**config.mk**
```make
export PLATFORM = sky130hd
export DESIGN_NAME = amm_ctrl
export DESIGN_NICKNAME = d
export VERILOG_FILES = /design/src/rtl/amm_pkg.sv /design/src/rtl/amm_ctrl.sv
export SDC_FILE = /design/constraint.sdc
export NUM_CORES = 1
export LEC_CHECK = 0
export BUFFER_PORTS_ARGS = -buffer_cell sky130_fd_sc_hd__buf_2
export CORE_ASPECT_RATIO = 0.6
export CORE_MARGIN = 8
export CORE_UTILIZATION = 49
export DETAILED_ROUTE_END_ITERATION = 8
export MAX_ROUTING_LAYER = met4
export PLACE_DENSITY = 0.8
export SYNTH_ARGS = -nofsm -noshare
export SYNTH_HDL_FRONTEND = slang
export SYNTH_SLANG_ARGS = --single-unit
```
**constraint.sdc**
```tcl
create_clock -name aclk -period 2.13 [get_ports aclk]
set_clock_uncertainty 0.15 [all_clocks]
set_input_delay 0.3195 -clock aclk [delete_from_list [all_inputs] [get_ports aclk]]
set_output_delay 0.3195 -clock aclk [all_outputs]
set_load 0.05 [all_outputs]
```
**src/rtl/amm_pkg.sv**
```systemverilog
// Shared types and constants for the audio matrix mixer.
// Used by the controller, the datapath and the top level; depends on nothing else.
`timescale 1ns / 1ps
`default_nettype none

package amm_pkg;

    // Fixed field widths of the stream payloads.
    localparam int SAMPLE_BITS    = 24;
    localparam int GAIN_BITS      = 20;
    localparam int GAIN_FRAC_BITS = 16;
    localparam int ACC_BITS       = 48;
    localparam int PROD_BITS      = GAIN_BITS + SAMPLE_BITS;
    localparam int CH_BITS        = 4;
    localparam int CH_LIMIT       = 1 << CH_BITS;
    localparam int CFG_BITS       = 5;
    localparam int CFG_ADDR_BITS  = 2;

    // Stream data widths, padded to whole bytes.
    localparam int S_TDATA_BITS = 56;
    localparam int M_TDATA_BITS = 32;

    // Item kinds carried on s_tuser.
    localparam logic MODE_LOAD   = 1'b0;
    localparam logic MODE_SAMPLE = 1'b1;

    // Configuration register indexes.
    localparam logic [CFG_ADDR_BITS-1:0] CFG_ENABLE         = 2'd0;
    localparam logic [CFG_ADDR_BITS-1:0] CFG_ACTIVE_INPUTS  = 2'd1;
    localparam logic [CFG_ADDR_BITS-1:0] CFG_ACTIVE_OUTPUTS = 2'd2;
    localparam logic [CFG_ADDR_BITS-1:0] CFG_DIRECT_OUTPUTS = 2'd3;

    typedef struct packed {
        logic                enable;
        logic [CFG_BITS-1:0] active_inputs;
        logic [CFG_BITS-1:0] active_outputs;
        logic [CFG_BITS-1:0] direct_outputs;
    } cfg_t;

    // Commands from the controller to the datapath.
    typedef struct packed {
        logic clr_we;       // write zero into the gain store during the clearing pass
        logic load_we;      // write the incoming gain into the store
        logic capture;      // latch the incoming sample and its channel
        logic mac_issue;    // start one multiply-accumulate for one output row
        logic emit_load;    // load one result into the output register
        logic emit_direct;  // the result carries the mix rather than silence
        logic emit_last;    // last result of the frame; also clears the sums
    } cmd_t;

    // Status from the datapath to the controller.
    typedef struct packed {
        logic mac_busy;     // products still in flight toward the accumulators
        logic out_free;     // output register can take a result this cycle
    } status_t;

endpackage

`default_nettype wire

```
**src/rtl/amm_ctrl.sv**
```systemverilog
// Sequencer of the audio matrix mixer: clearing pass, row iteration and result emission.
// Depends on amm_pkg; drives the datapath in amm_dp through commands.
`timescale 1ns / 1ps
`default_nettype none

module amm_ctrl #(
    parameter int MAX_INPUTS  = 16,
    parameter int MAX_OUTPUTS = 16
) (
    input  wire                         aclk,
    input  wire                         aresetn,
    input  wire                         s_tvalid,
    output logic                        s_tready,
    input  wire                         s_tlast,
    input  wire                         s_mode,
    input  wire  [amm_pkg::CH_BITS-1:0] s_oc,
    input  wire  [amm_pkg::CH_BITS-1:0] s_ic,
    input  amm_pkg::cfg_t               cfg,
    input  amm_pkg::status_t            status,
    output amm_pkg::cmd_t               cmd,
    output logic [amm_dp_aw(MAX_INPUTS, MAX_OUTPUTS)-1:0] clr_addr,
    output logic [amm_rw(MAX_OUTPUTS)-1:0]                mac_row,
    output logic [$clog2(MAX_OUTPUTS + 1)-1:0]            emit_idx
);

    function automatic int amm_rw(input int n);
        int lim;
        lim = (n < amm_pkg::CH_LIMIT) ? n : amm_pkg::CH_LIMIT;
        return (lim > 1) ? $clog2(lim) : 1;
    endfunction

    function automatic int amm_dp_aw(input int ni, input int no);
        return amm_rw(ni) + amm_rw(no);
    endfunction

    localparam int NROW  = (MAX_OUTPUTS < amm_pkg::CH_LIMIT) ? MAX_OUTPUTS : amm_pkg::CH_LIMIT;
    localparam int RW    = amm_rw(MAX_OUTPUTS);
    localparam int AW    = amm_dp_aw(MAX_INPUTS, MAX_OUTPUTS);
    localparam int CNT_W = $clog2(MAX_OUTPUTS + 1);

    localparam logic [2:0] ST_CLEAR = 3'd0;
    localparam logic [2:0] ST_IDLE  = 3'd1;
    localparam logic [2:0] ST_MAC   = 3'd2;
    localparam logic [2:0] ST_DRAIN = 3'd3;
    localparam logic [2:0] ST_EMIT  = 3'd4;

    logic [2:0]       state_reg, state_next;
    logic [AW-1:0]    clr_cnt_reg, clr_cnt_next;
    logic [RW-1:0]    row_reg, row_next;
    logic [CNT_W-1:0] out_cnt_reg, out_cnt_next;
    logic             fend_reg, fend_next;

    logic             accept;
    logic             oc_ok, ic_ok, ic_active;
    logic [CNT_W-1:0] nout;
    logic             emit_is_last;

    assign s_tready = (state_reg == ST_IDLE);
    assign accept   = s_tvalid && s_tready;

    assign oc_ok     = int'(s_oc) < MAX_OUTPUTS;
    assign ic_ok     = int'(s_ic) < MAX_INPUTS;
    assign ic_active = {1'b0, s_ic} < cfg.active_inputs;

    // Results per frame: zero acts as one, the count is capped at the output count.
    always_comb begin
        if (cfg.active_outputs == '0) begin
            nout = CNT_W'(1);
        end else if (int'(cfg.active_outputs) > MAX_OUTPUTS) begin
            nout = CNT_W'(MAX_OUTPUTS);
        end else begin
            nout = CNT_W'(cfg.active_outputs);
        end
    end

    assign emit_is_last = (out_cnt_reg + CNT_W'(1)) == nout;

    assign clr_addr = clr_cnt_reg;
    assign mac_row  = row_reg;
    assign emit_idx = out_cnt_reg;

    always_comb begin
        state_next   = state_reg;
        clr_cnt_next = clr_cnt_reg;
        row_next     = row_reg;
        out_cnt_next = out_cnt_reg;
        fend_next    = fend_reg;
        cmd          = '0;

        unique case (state_reg)
            ST_CLEAR: begin
                cmd.clr_we   = 1'b1;
                clr_cnt_next = clr_cnt_reg + AW'(1);
                if (clr_cnt_reg == '1) begin
                    state_next = ST_IDLE;
                end
            end
            ST_IDLE: begin
                if (accept) begin
                    if (s_mode == amm_pkg::MODE_LOAD) begin
                        cmd.load_we = oc_ok && ic_ok;
                    end else if (cfg.enable) begin
                        cmd.capture = 1'b1;
                        fend_next   = s_tlast;
                        if (ic_ok && ic_active) begin
                            row_next   = '0;
                            state_next = ST_MAC;
                        end else if (s_tlast) begin
                            out_cnt_next = '0;
                            state_next   = ST_EMIT;
                        end
                    end
                end
            end
            ST_MAC: begin
                cmd.mac_issue = 1'b1;
                row_next      = row_reg + RW'(1);
                if (row_reg == RW'(NROW - 1)) begin
                    state_next = ST_DRAIN;
                end
            end
            ST_DRAIN: begin
                if (!status.mac_busy) begin
                    out_cnt_next = '0;
                    state_next   = fend_reg ? ST_EMIT : ST_IDLE;
                end
            end
            ST_EMIT: begin
                if (status.out_free) begin
                    cmd.emit_load   = 1'b1;
                    cmd.emit_direct = (int'(out_cnt_reg) < int'(cfg.direct_outputs))
                                      && (int'(out_cnt_reg) < NROW);
                    cmd.emit_last   = emit_is_last;
                    out_cnt_next    = out_cnt_reg + CNT_W'(1);
                    if (emit_is_last) begin
                        state_next = ST_IDLE;
                    end
                end
            end
            default: begin
                state_next = ST_CLEAR;
            end
        endcase
    end

    always_ff @(posedge aclk) begin
        if (!aresetn) begin
            state_reg   <= ST_CLEAR;
            clr_cnt_reg <= '0;
            row_reg     <= '0;
            out_cnt_reg <= '0;
            fend_reg    <= 1'b0;
        end else begin
            state_reg   <= state_next;
            clr_cnt_reg <= clr_cnt_next;
            row_reg     <= row_next;
            out_cnt_reg <= out_cnt_next;
            fend_reg    <= fend_next;
        end
    end

endmodule

`default_nettype wire

```
==> qor_table.md <==
| Item | Value | Unit |
|:---|:---|:---|
| Area post-placement | 1920 | sq um |
| Worst hold path type | input port to flop | - |
| Number of standard cells after synthesis | 182 | - |
| Start-to-end type of the worst setup path | flop to output port | - |
| Final standard cell count with taps included and fillers excluded | 291 | - |
| Nets | 291 | - |
| Synthesized-area fraction occupied by adder cells | 0.0847 | - |
| Synthesized flop and latch total | 21 | - |
| Die area | 5090 | sq um |
| Total gr overflow | 0 | - |
| Post-route standard cell area excluding fillers | 2060 | sq um |
| Area growth from synthesis to layout | 39.1 | % |
| Post-place setup slack | -0.0937 | ns |
| Vias in the first global route | 1,495 | - |
| Overall fraction of global-route tracks in use | 0.170 | - |
| Detailed Route Iter0 Violations | 138 | - |
| Power Density | 706 | nW/um^2 |
| Arrival time reported for the critical path endpoint | 1.94 | ns |
| Internal | 0.000811 | W |
| Leak pwr | 0.958 | nW |
| Portion of netlist area occupied by mux cells | 0.0135 | - |
| CTS root buffer | clkbuf_8 | - |
| Core region area | 2870 | sq um |
| Overall die height | 58.5 | microns |
| Cell total after placement | 286 | - |
| Maximum VDD drop | 0.000369 | V |
| Starting Density | 0.515 | - |
| Kind of start point of the critical path | flop | - |
| Synthesized area per cell | 8.12 | sq um |
| Final hold viol count | 0 | - |
| Combinational family with the most area after synthesis | simple AND/OR/NAND/NOR gates | - |
| TritonCTS clock tree | yes | - |
| Data required time of the critical path | 1.66 | ns |
| Post-synth net total | 223 | - |
| Post-DR vias/cell | 5.53 | - |
| Flip-flop count of the largest register, all copies and words added | 8 | - |
| Final period demand of the worst path | 2.41 | ns |
| Pin count of the biggest net entering global routing | 19 | - |
| Number of synthesis warnings | 0 | - |
| Simple logic cell fraction of the synthesized area | 0.268 | - |
| Worst setup slack after layout | -0.284 | ns |
| Clock buffers created by TritonCTS | 3 | - |
| Yosys top cell by area | dfxtp_1 | - |
| Remaining antenna violation count after routing | 0 | - |
| Top cell type's share of synthesized area | 0.285 | - |
| Cell Rows | 15 | - |
| Final routed wirelength across all metal layers | 4.24 | mm |
| Max stage delay on crit path | 0.37 | ns |
| Slowest cell on crit path | dfxtp_4 | - |
| Final HPWL DP | 3.16 | mm |
| Antenna Diode Count | 0 | - |
| Critical path endpoint category | output port | - |
| Fraction of final layout cells with drive strength greater than 1 | 0.378 | - |
| Setup Viol. Count Final | 2 | - |
| Hold-fix buffers at CTS | 0 | - |
| Power consumption | 0.00145 | W |
| Crit path cell chain | ha_4 > nand2_2 > or3_4 > a21oi_2 > o221a_2 > and2_4 > buf_8 | - |
| Number of flops mapped to enable cells by yosys | 0 | - |
| Register area share after synthesis | 0.285 | - |
| Crit share post-route | 1.13 | - |
| Relative contribution of sequential cells to total power | 0.336 | - |
| Switching portion of total power | 0.441 | - |
| Sink count of the clock tree | 21 | - |
| Total number of vias | 1,608 | - |
| Most common cell after layout, fill and taps aside | buf_2 | - |
| CTS H-tree depth | 1 | - |
| Max Fclk | 414 | MHz |
| Die Width | 86.9 | microns |
| Antenna violations before repair | 0 | - |
| Number of distinct library cells after synthesis | 49 | - |
| Worst slew margin | 0.636 | - |
| Count of input and output buffers | 51 | - |
| Parity-gate share of the synthesized area counting xor and xnor cells | 0.0864 | - |
| Count of boundary I/O pins | 56 | - |
| Compound-Gate Fraction of Synth Area | 0.213 | - |
| Reported net switching power | 0.000640 | W |
| Cells taking the most area after synthesis | dfxtp_1 28%, ha_1 8.5%, nor2_1 5.6% | - |
| Share of total power in combinational logic | 0.485 | - |
| Critical path fanouts, max | 4 | - |
| Unrepaired setup endpoints after global routing | yes | - |
| Clock-pin transition on the worst setup and hold timing paths | 0.08 | ns |
| RD Place Congestion | 0.826 | - |
| Number of slew-limit violations in the final report | 0 | - |
| Detailed Routing Iterations Pass 1 | 4 | - |
| Commonest cells after routing, fill and taps aside | 47 x buf_2, 22 x nor2_1, 16 x dfxtp_1, 15 x nand2_1, 15 x buf_4 | - |
| Post-synthesis instance area | 1480 | sq um |
| Fraction of power consumed by the clock network | 0.179 | - |
| Number of remaining DRC errors | 0 | - |
| Number of max-capacitance violations reported | 0 | - |
| Failing checks | negative setup slack | - |
| Slew @ Worst Pin | 0.542 | ns |
| Routed wire per std cell | 14.6 | microns |
| Most frequently used flop master after synthesis | dfxtp_1 | - |
| Bufs on Longest Clock Path | 2 | - |
| Global-route wire length before repair | 6.89 | mm |
| Share of synthesized registers carrying an async set or reset | 0 | - |
| Clock latency of the later-clocked register in the worst-skew pair | 0.26 | ns |
| Run status | finished with violations | - |
worst max-delay path, delay by kind of cell, from the launching register on:
kind / cells / cell delay, ns
buf+inv: 1 / 0.13
simple gates: 3 / 0.55
fa+ha+maj: 1 / 0.27
compound gates: 2 / 0.36
flops: 1 / 0.37
worst paths after layout:
| kind | slack (ns) | end | cells after the start | from |
|---|---|---|---|---|
| min | 0.22 | mac_row[2]$_SDFFE_PN0P_ | 2 | aresetn |
| min reg2reg | 0.35 | mac_row[3]$_SDFFE_PN0P_ | 1 | mac_row[3]$_SDFFE_PN0P_ |
| max | -0.28 | cmd[0] | 7 | emit_idx[1]$_SDFFE_PN0P_ |
| max reg2reg | 0.02 | state_reg[2]$_SDFFE_PN0P_ | 8 | emit_idx[1]$_SDFFE_PN0P_ |
what timing repair did:
item	4_1_cts	5_1_grt
setup endpoints to repair	4	6
gates cloned	0	0
gates resized for setup	11	12
buffers inserted	1	2
pin swaps	3	8
metrics by stage:
| step | utilization | TNS (ns) | hold slack, ns |
|---|---|---|---|
| after floorplan | - | -0.253 | 0.298 |
| after global placement | 0.668 | -0.133 | 0.319 |
| after CTS | 0.698 | -0.585 | 0.205 |
| final | 0.716 | -0.429 | 0.217 |
| after global routing | 0.716 | -0.595 | 0.208 |
| after detailed placement | 0.668 | -0.167 | 0.319 |
cell families (layout without fill, tap and decap cells):
| family | count (synthesis) | in the layout |
|---|---|---|
| buffers and inverters | 17 | 84 |
| AND/OR/NAND/NOR | 75 | 75 |
| flip-flops | 21 | 21 |
| adder cells (fa/ha/maj) | 10 | 10 |
| XOR/XNOR | 13 | 13 |
| multiplexers | 2 | 2 |
| AO/OA/AOI/OAI | 44 | 44 |
routing by layer:
layer  wire length [microns]  track usage  up-vias
met5                       0            -        -
met4                      17       0.0268        0
met3                     346       0.0402        5
met2                    1820        0.244       83
met1                    2060        0.237      729
li1                        -            -      791
area by class of cell:
| class | count | area (sq um) |
|---|---|---|
| Multi-Input combinational cell | 144 | 1070 |
| Fill cell | 221 | 816 |
| Sequential cell | 21 | 434 |
| Timing Repair Buffer | 66 | 397 |
| Inverter | 14 | 52.6 |
| Tap cell | 42 | 52.6 |
| Clock buffer | 4 | 45.0 |
Yosys cell counts, types with 3 or more instances:
| master | n |
|---|---|
| inv_1 | 13 |
| xor2_1 | 6 |
| nor3_1 | 3 |
| nand3_1 | 9 |
| nor2_1 | 22 |
| ha_1 | 10 |
| xnor2_1 | 6 |
| nor3b_1 | 3 |
| dfxtp_1 | 21 |
| nand2_1 | 16 |
| a21oi_1 | 9 |
| or3_1 | 4 |
| nand4_1 | 3 |
| nand2b_1 | 4 |
| a31oi_1 | 4 |
| and3_1 | 3 |
| o21ai_0 | 10 |
power groups by stage:
stage | Sequential, W | Combinational, W | Clock [W]
after floorplan | 0.000556 | 0.000415 | 0
after global placement | 0.000495 | 0.000650 | 0
after detailed placement | 0.000493 | 0.000662 | 0
after CTS | 0.000487 | 0.000684 | 0.000268
after global routing | 0.000492 | 0.000752 | 0.000287
final | 0.000487 | 0.000704 | 0.000260
Power figures use the tool's default switching activity.
